<file path="src/hw/rtl/m4inv_pkg.sv">
// shared types and constants of the 4x4 adjugate inverse
// no dependencies
package m4inv_pkg;

  localparam int unsigned EW = 14;  // entry width, q2.12
  localparam int unsigned CW = 44;  // cofactor width, signed
  localparam int unsigned DW = 60;  // determinant width, signed
  localparam int unsigned QW = 33;  // quotient bits kept by the divider
  localparam int unsigned VW = 32;  // result width, q16.16

  typedef enum logic [3:0] {
    S_LOAD, S_T_RD0, S_T_RD1, S_T_RD2, S_T_MUL, S_T_ACC,
    S_D_RD, S_D_MUL, S_D_ACC, S_DIV_RD, S_DIV_START, S_DIV_WAIT, S_OUT
  } state_e;

  typedef enum logic [1:0] {DV_IDLE, DV_PREP, DV_ITER, DV_FIN} div_state_e;

  typedef struct packed {
    logic done;
    logic sat;
  } div_stat_t;

  // column slots of the six permutations of a 3x3 determinant
  localparam logic [1:0] PERM_COL [6][3] = '{
    '{2'd0, 2'd1, 2'd2}, '{2'd0, 2'd2, 2'd1}, '{2'd1, 2'd0, 2'd2},
    '{2'd1, 2'd2, 2'd0}, '{2'd2, 2'd0, 2'd1}, '{2'd2, 2'd1, 2'd0}
  };
  localparam logic PERM_NEG [6] = '{1'b0, 1'b1, 1'b1, 1'b0, 1'b0, 1'b1};

  // n-th index of 0..3 once s is left out
  function automatic logic [1:0] skip_idx(logic [1:0] n, logic [1:0] s);
    return (n >= s) ? n + 2'd1 : n;
  endfunction

endpackage

</file>
<file path="src/hw/rtl/m4inv_divider.sv">
// bit-serial restoring divider: trunc(num * 2^28 / den), saturated to 32 bits
// depends on m4inv_pkg
module m4inv_divider (
  input  logic                                clk_i,
  input  logic                                rst_ni,
  input  logic                                start_i,
  input  logic signed [m4inv_pkg::CW-1:0]     num_i,
  input  logic signed [m4inv_pkg::DW-1:0]     den_i,
  output logic        [m4inv_pkg::VW-1:0]     value_o,
  output m4inv_pkg::div_stat_t                stat_o
);
  import m4inv_pkg::*;

  localparam int unsigned CMP_W = DW + 4;

  div_state_e         state_q, state_d;
  logic [CW-1:0]      cm_q;
  logic [DW-2:0]      dm_q;
  logic [DW-2:0]      rem_q;
  logic [QW-1:0]      bits_q;
  logic [QW-1:0]      quo_q;
  logic [5:0]         cnt_q;
  logic               neg_q, big_q;
  logic [DW-1:0]      rem_sh;
  logic               ge;
  logic               sat;

  assign rem_sh = {rem_q, bits_q[QW-1]};
  assign ge     = rem_sh >= {1'b0, dm_q};

  always_comb begin
    state_d = state_q;
    case (state_q)
      DV_IDLE: if (start_i) state_d = DV_PREP;
      DV_PREP: state_d = DV_ITER;
      DV_ITER: if (cnt_q == 6'd1) state_d = DV_FIN;
      DV_FIN:  state_d = DV_IDLE;
      default: state_d = DV_IDLE;
    endcase
  end

  always_ff @(posedge clk_i or negedge rst_ni) begin
    if (!rst_ni) state_q <= DV_IDLE;
    else         state_q <= state_d;
  end

  always_ff @(posedge clk_i) begin
    case (state_q)
      DV_IDLE: if (start_i) begin
        cm_q  <= num_i[CW-1] ? CW'(-num_i) : CW'(num_i);
        dm_q  <= den_i[DW-1] ? (DW-1)'(-den_i) : (DW-1)'(den_i);
        neg_q <= num_i[CW-1] ^ den_i[DW-1];
      end
      DV_PREP: begin
        // quotient of 2^33 or more is clipped anyway
        big_q  <= CMP_W'(cm_q) >= {dm_q, 5'd0};
        rem_q  <= (DW-1)'(cm_q >> 5);
        bits_q <= {cm_q[4:0], 28'd0};
        quo_q  <= '0;
        cnt_q  <= 6'(QW);
      end
      DV_ITER: begin
        rem_q  <= ge ? (DW-1)'(rem_sh - {1'b0, dm_q}) : (DW-1)'(rem_sh);
        quo_q  <= {quo_q[QW-2:0], ge};
        bits_q <= {bits_q[QW-2:0], 1'b0};
        cnt_q  <= cnt_q - 6'd1;
      end
      default: ;
    endcase
  end

  always_comb begin
    if (neg_q) begin
      sat     = big_q | quo_q[32] | (quo_q[31] & (|quo_q[30:0]));
      value_o = sat ? 32'h8000_0000 : 32'(-quo_q[31:0]);
    end else begin
      sat     = big_q | quo_q[32] | quo_q[31];
      value_o = sat ? 32'h7FFF_FFFF : quo_q[31:0];
    end
    stat_o.done = (state_q == DV_FIN);
    stat_o.sat  = sat;
  end

endmodule

</file>
<file path="config.mk">
export PLATFORM = sky130hd
export DESIGN_NAME = m4inv_divider
export DESIGN_NICKNAME = d
export VERILOG_FILES = /design/src/hw/rtl/m4inv_pkg.sv /design/src/hw/rtl/m4inv_divider.sv
export SDC_FILE = /design/constraint.sdc
export NUM_CORES = 1
export LEC_CHECK = 0
export BUFFER_PORTS_ARGS = -buffer_cell sky130_fd_sc_hd__buf_2
export CORE_ASPECT_RATIO = 0.7
export CORE_MARGIN = 2
export CORE_UTILIZATION = 50
export DETAILED_ROUTE_END_ITERATION = 8
export PLACE_DENSITY = 0.69
export SLEW_MARGIN = 20
export SYNTH_ARGS = -nofsm -noshare
export SYNTH_HDL_FRONTEND = slang
export SYNTH_SLANG_ARGS = --single-unit
</file>
<file path="constraint.sdc">
create_clock -name clk_i -period 4.6 [get_ports clk_i]
set_input_delay 0.69 -clock clk_i [delete_from_list [all_inputs] [get_ports clk_i]]
set_output_delay 0.69 -clock clk_i [all_outputs]
set_load 0.01 [all_outputs]
</file>
==> metrics.md <==
| Metric | Value |
|---|---|
| Mapped Nets | `1,885` |
| GPL Wtd Cong | `0.917` |
| Total global-route track usage | `0.255` |
| H-tree levels | `1` |
| Mapped Area | `15,500 um2` |
| Final WL | `42,200 um` |
| Minimum clock period | `4.63 ns` |
| Worst path top cell family by delay | `simple AND/OR/NAND/NOR gates` |
| Nets | `2,024` |
| Worst-case clock buffer depth | `3` |
| Endpoint class of the critical path | `output port` |
| PortBufs | `140` |
| First-pass GRT wire length | `66,100 um` |
| Design area | `18,100 um2` |
| Startpoint type of the worst setup path | `flip-flop` |
| Post-synth EDFFs | `208` |
| Vias in the first global route | `12,100` |
| DIE WIDTH | `214 um` |
| Largest net degree at the start of global routing | `64` |
| Slew @ Worst Pin | `1.08 ns` |
| Commonest cells after routing, fill and taps aside | `edfxtp_1 (208), nand2_1 (147), a21oi_1 (141)` |
| Rel. slew slack | `0.270` |
| Simple-gate portion of the synthesized area | `0.168` |
| Pwr per Cell Area | `715 nW/um2` |
| Area Overhead vs Synth | `16.8%` |
| Core Rows | `53` |
| DR vias/cell | `6.01` |
| Via count | `13,500` |
| DR pass1 iterations | `7` |
| Post-layout util | `0.598` |
| Crit path DAT | `3.94 ns` |
| Average wire per cell in the routed design | `18.8 um` |
| CP Class | `reg2out` |
| Non-Filler Instances | `2,239` |
| #FFs+latches synth | `210` |
| Seq/Total Area, Yosys | `0.407` |
| Die height | `151 um` |
| Post-synthesis compound-gate area fraction | `0.199` |
| Share of the synthesized area in the top cell type | `0.404` |
| Worst path bufs/invs | `5` |
| Area after DPL | `16,700 um2` |
| CP Cell Sequence | `inv_2 -> ha_4 -> or3b_4 -> or3_4 -> or3_4 -> nor2_4 -> and2_4 -> nand3_2 -> a211o_1 -> inv_2 -> nand2_4 -> buf_12 -> buf_12 -> o311ai_4 -> buf_2` |
| Status | `complete, but fails checks` |
| Grt ovf | `0` |
| Hold WC Path Type | `in2reg` |
| Ys async rst share | `0.00952` |
| Endpoints failing hold | `0` |
| Post-synthesis adder-cell area fraction | `0.0886` |
| Distinct cells, synth | `67` |
| Largest family of logic cells by synthesized area | `compound AO/OA/AOI/OAI gates` |
| Clk_lat worst skew | `0.55 ns` |
| CTS tree | `done` |
| Skew final | `0.0238 ns` |
| Worst EP required | `3.91 ns` |
| Hold Slack | `0.345 ns` |
| Antenna violations before repair | `1` |
| Core Area | `30,200 um2` |
| Root Driver | `clkbuf_16` |
| CP peak stage delay | `0.43 ns` |
| YS warnings | `0` |
| Total power | `12.9 mW` |
| Clock slew at reported path FFs | `0.06 ns` |
| ANT nets after route | `0` |
| Top-level I/O count | `141` |
| Prevailing post-synth register cell | `edfxtp_1` |
| Number of max-cap violations | `0` |
| Failing checks | `setup timing` |
| Leak pwr | `7.11 nW` |
| Highest-delay cell along the critical path | `edfxtp_1` |
| Most common cell after layout, fill and taps aside | `edfxtp_1` |
| Tcrit/Tclk final | `1.01` |
| Initial Util | `0.512` |
| Pins Over Slew Limit | `0` |
| Count of final setup violators | `8` |
| Post-synthesis xor/xnor area fraction | `0.0872` |
| Placed cells | `2,177` |
| Detailed Route Iter0 Violations | `1,254` |
| DRC | `0` |
| Ranking of synthesized cells by area | `edfxtp_1 (40%), ha_1 (8.7%), xnor2_1 (7.4%), a21oi_1 (4.6%), nand2_1 (3.6%)` |
| Cells after Synth | `1,669` |
| Post-synthesis mux area share | `0.00623` |
| RSZ-0062 raised after global routing | `true` |
| Die Area | `32,400 um2` |
| Avg Synthesized Cell Area | `9.27 um2` |
| Worst-path fanout max | `7` |
| Share of layout cells above drive strength 1 | `0.167` |
| Max Fclk | `216 MHz` |
| Post-synth top area cell | `edfxtp_1` |
| DP HPWL | `31,600 um` |
| Worst setup margin | `-0.0277 ns` |
| TritonCTS Buffers | `24` |
| # clock sinks | `210` |
| Peak VDD IR | `0.000346 V` |
[report_power, final]
group	switching [mW]	total [mW]	internal [mW]
sequential	0.558	3.78	3.22
clock	0.807	1.83	1.02
combinational	4.51	7.31	2.79
[worst paths after layout]
check	slack [ns]	depth (start not counted)	from	end
min in group asynchronous	0.49	2	rst_ni	state_q[0]$_DFFE_PN0P_
worst min register to register	0.56	1	bits_q[31]$_DFFE_PP_	bits_q[32]$_DFFE_PP_
worst min-delay path	0.35	1	num_i[0]	cm_q[0]$_DFFE_PP_
max in group asynchronous	3.97	2	rst_ni	state_q[1]$_DFFE_PN0P_
worst max-delay path	-0.03	15	quo_q[1]$_SDFFCE_PN0P_	value_o[18]
worst max register to register	0.42	12	dm_q[0]$_DFFE_PP_	rem_q[58]$_SDFFCE_PN0P_
[worst register-to-register path, stage by stage, from the launching register on]
cell and delay, ns:
edfxtp_1 0.44, ha_1 0.27, fa_1 0.41, nor2b_1 0.23, o2111ai_1 0.19, a21boi_0 0.33, a311o_1 0.39, o211ai_1 0.30
a2111oi_1 0.59, o21a_1 0.26, a21boi_0 0.15, or4_1 0.41, nand3_1 0.08
[timing repair]
item | in CTS | in global routing
hold buffers | 1 | 0
setup buffers | 9 | 6
pin swaps | 5 | 8
gates resized for setup | 49 | 45
hold endpoints to repair | 2 | 0
endpoints found under the setup margin | 29 | 31
cloned | 1 | 0
[layout make-up]
cell class / count / area (um2)
multi-input combinational: 1276 / 8910
fill: 2646 / 12200
clock inverter: 15 / 124
sequential: 210 / 6300
inverter: 100 / 375
tap: 412 / 515
clock buffer: 29 / 619
antenna: 1 / 2.50
timing repair buffer: 196 / 1230
[stage by stage]
stage	setup slack [ns]	setup TNS, ns
after floorplan	0.0523	0
final	-0.0277	-0.130
after global routing	-0.165	-2.34
after CTS	-0.0213	-0.0370
after detailed placement	-0.176	-0.907
after global placement	-0.0914	-0.219
[Yosys cell counts, types with 25 or more instances]
cell / count
xnor2_1: 131
nand2_1: 149
clkbuf_1: 78
nor2_1: 129
edfxtp_1: 208
nand4_1: 25
ha_1: 108
and2_1: 37
a21oi_1: 143
o31ai_1: 39
nand3_1: 30
o311ai_0: 29
nor3_1: 37
a21o_1: 47
o21ai_0: 110
inv_1: 99
[sequential cells by signal, indices dropped and copies added (netlist names)]
| register | cells |
|---|---|
| neg_q | 1 |
| cnt_q | 6 |
| big_q | 1 |
| cm_q | 44 |
| bits_q | 5 |
| state_q | 2 |
| quo_q | 33 |
| rem_q | 59 |
| dm_q | 59 |
[per-layer routing]
metal | GRT usage | up-vias | wire length (um)
met5 | 0 | - | 13
met4 | 0.0392 | 2 | 540
met3 | 0.0562 | 45 | 3980
met2 | 0.344 | 566 | 16300
met1 | 0.412 | 6378 | 21400
li1 | - | 6475 | -
[logic make-up after synthesis]
group | Yosys count
AO/OA/AOI/OAI | 480
buffers and inverters | 183
multiplexers | 9
AND/OR/NAND/NOR | 524
XOR/XNOR | 154
flip-flops | 210
adder cells (fa/ha/maj) | 109
No activity file was read; power rests on OpenSTA's default activity.
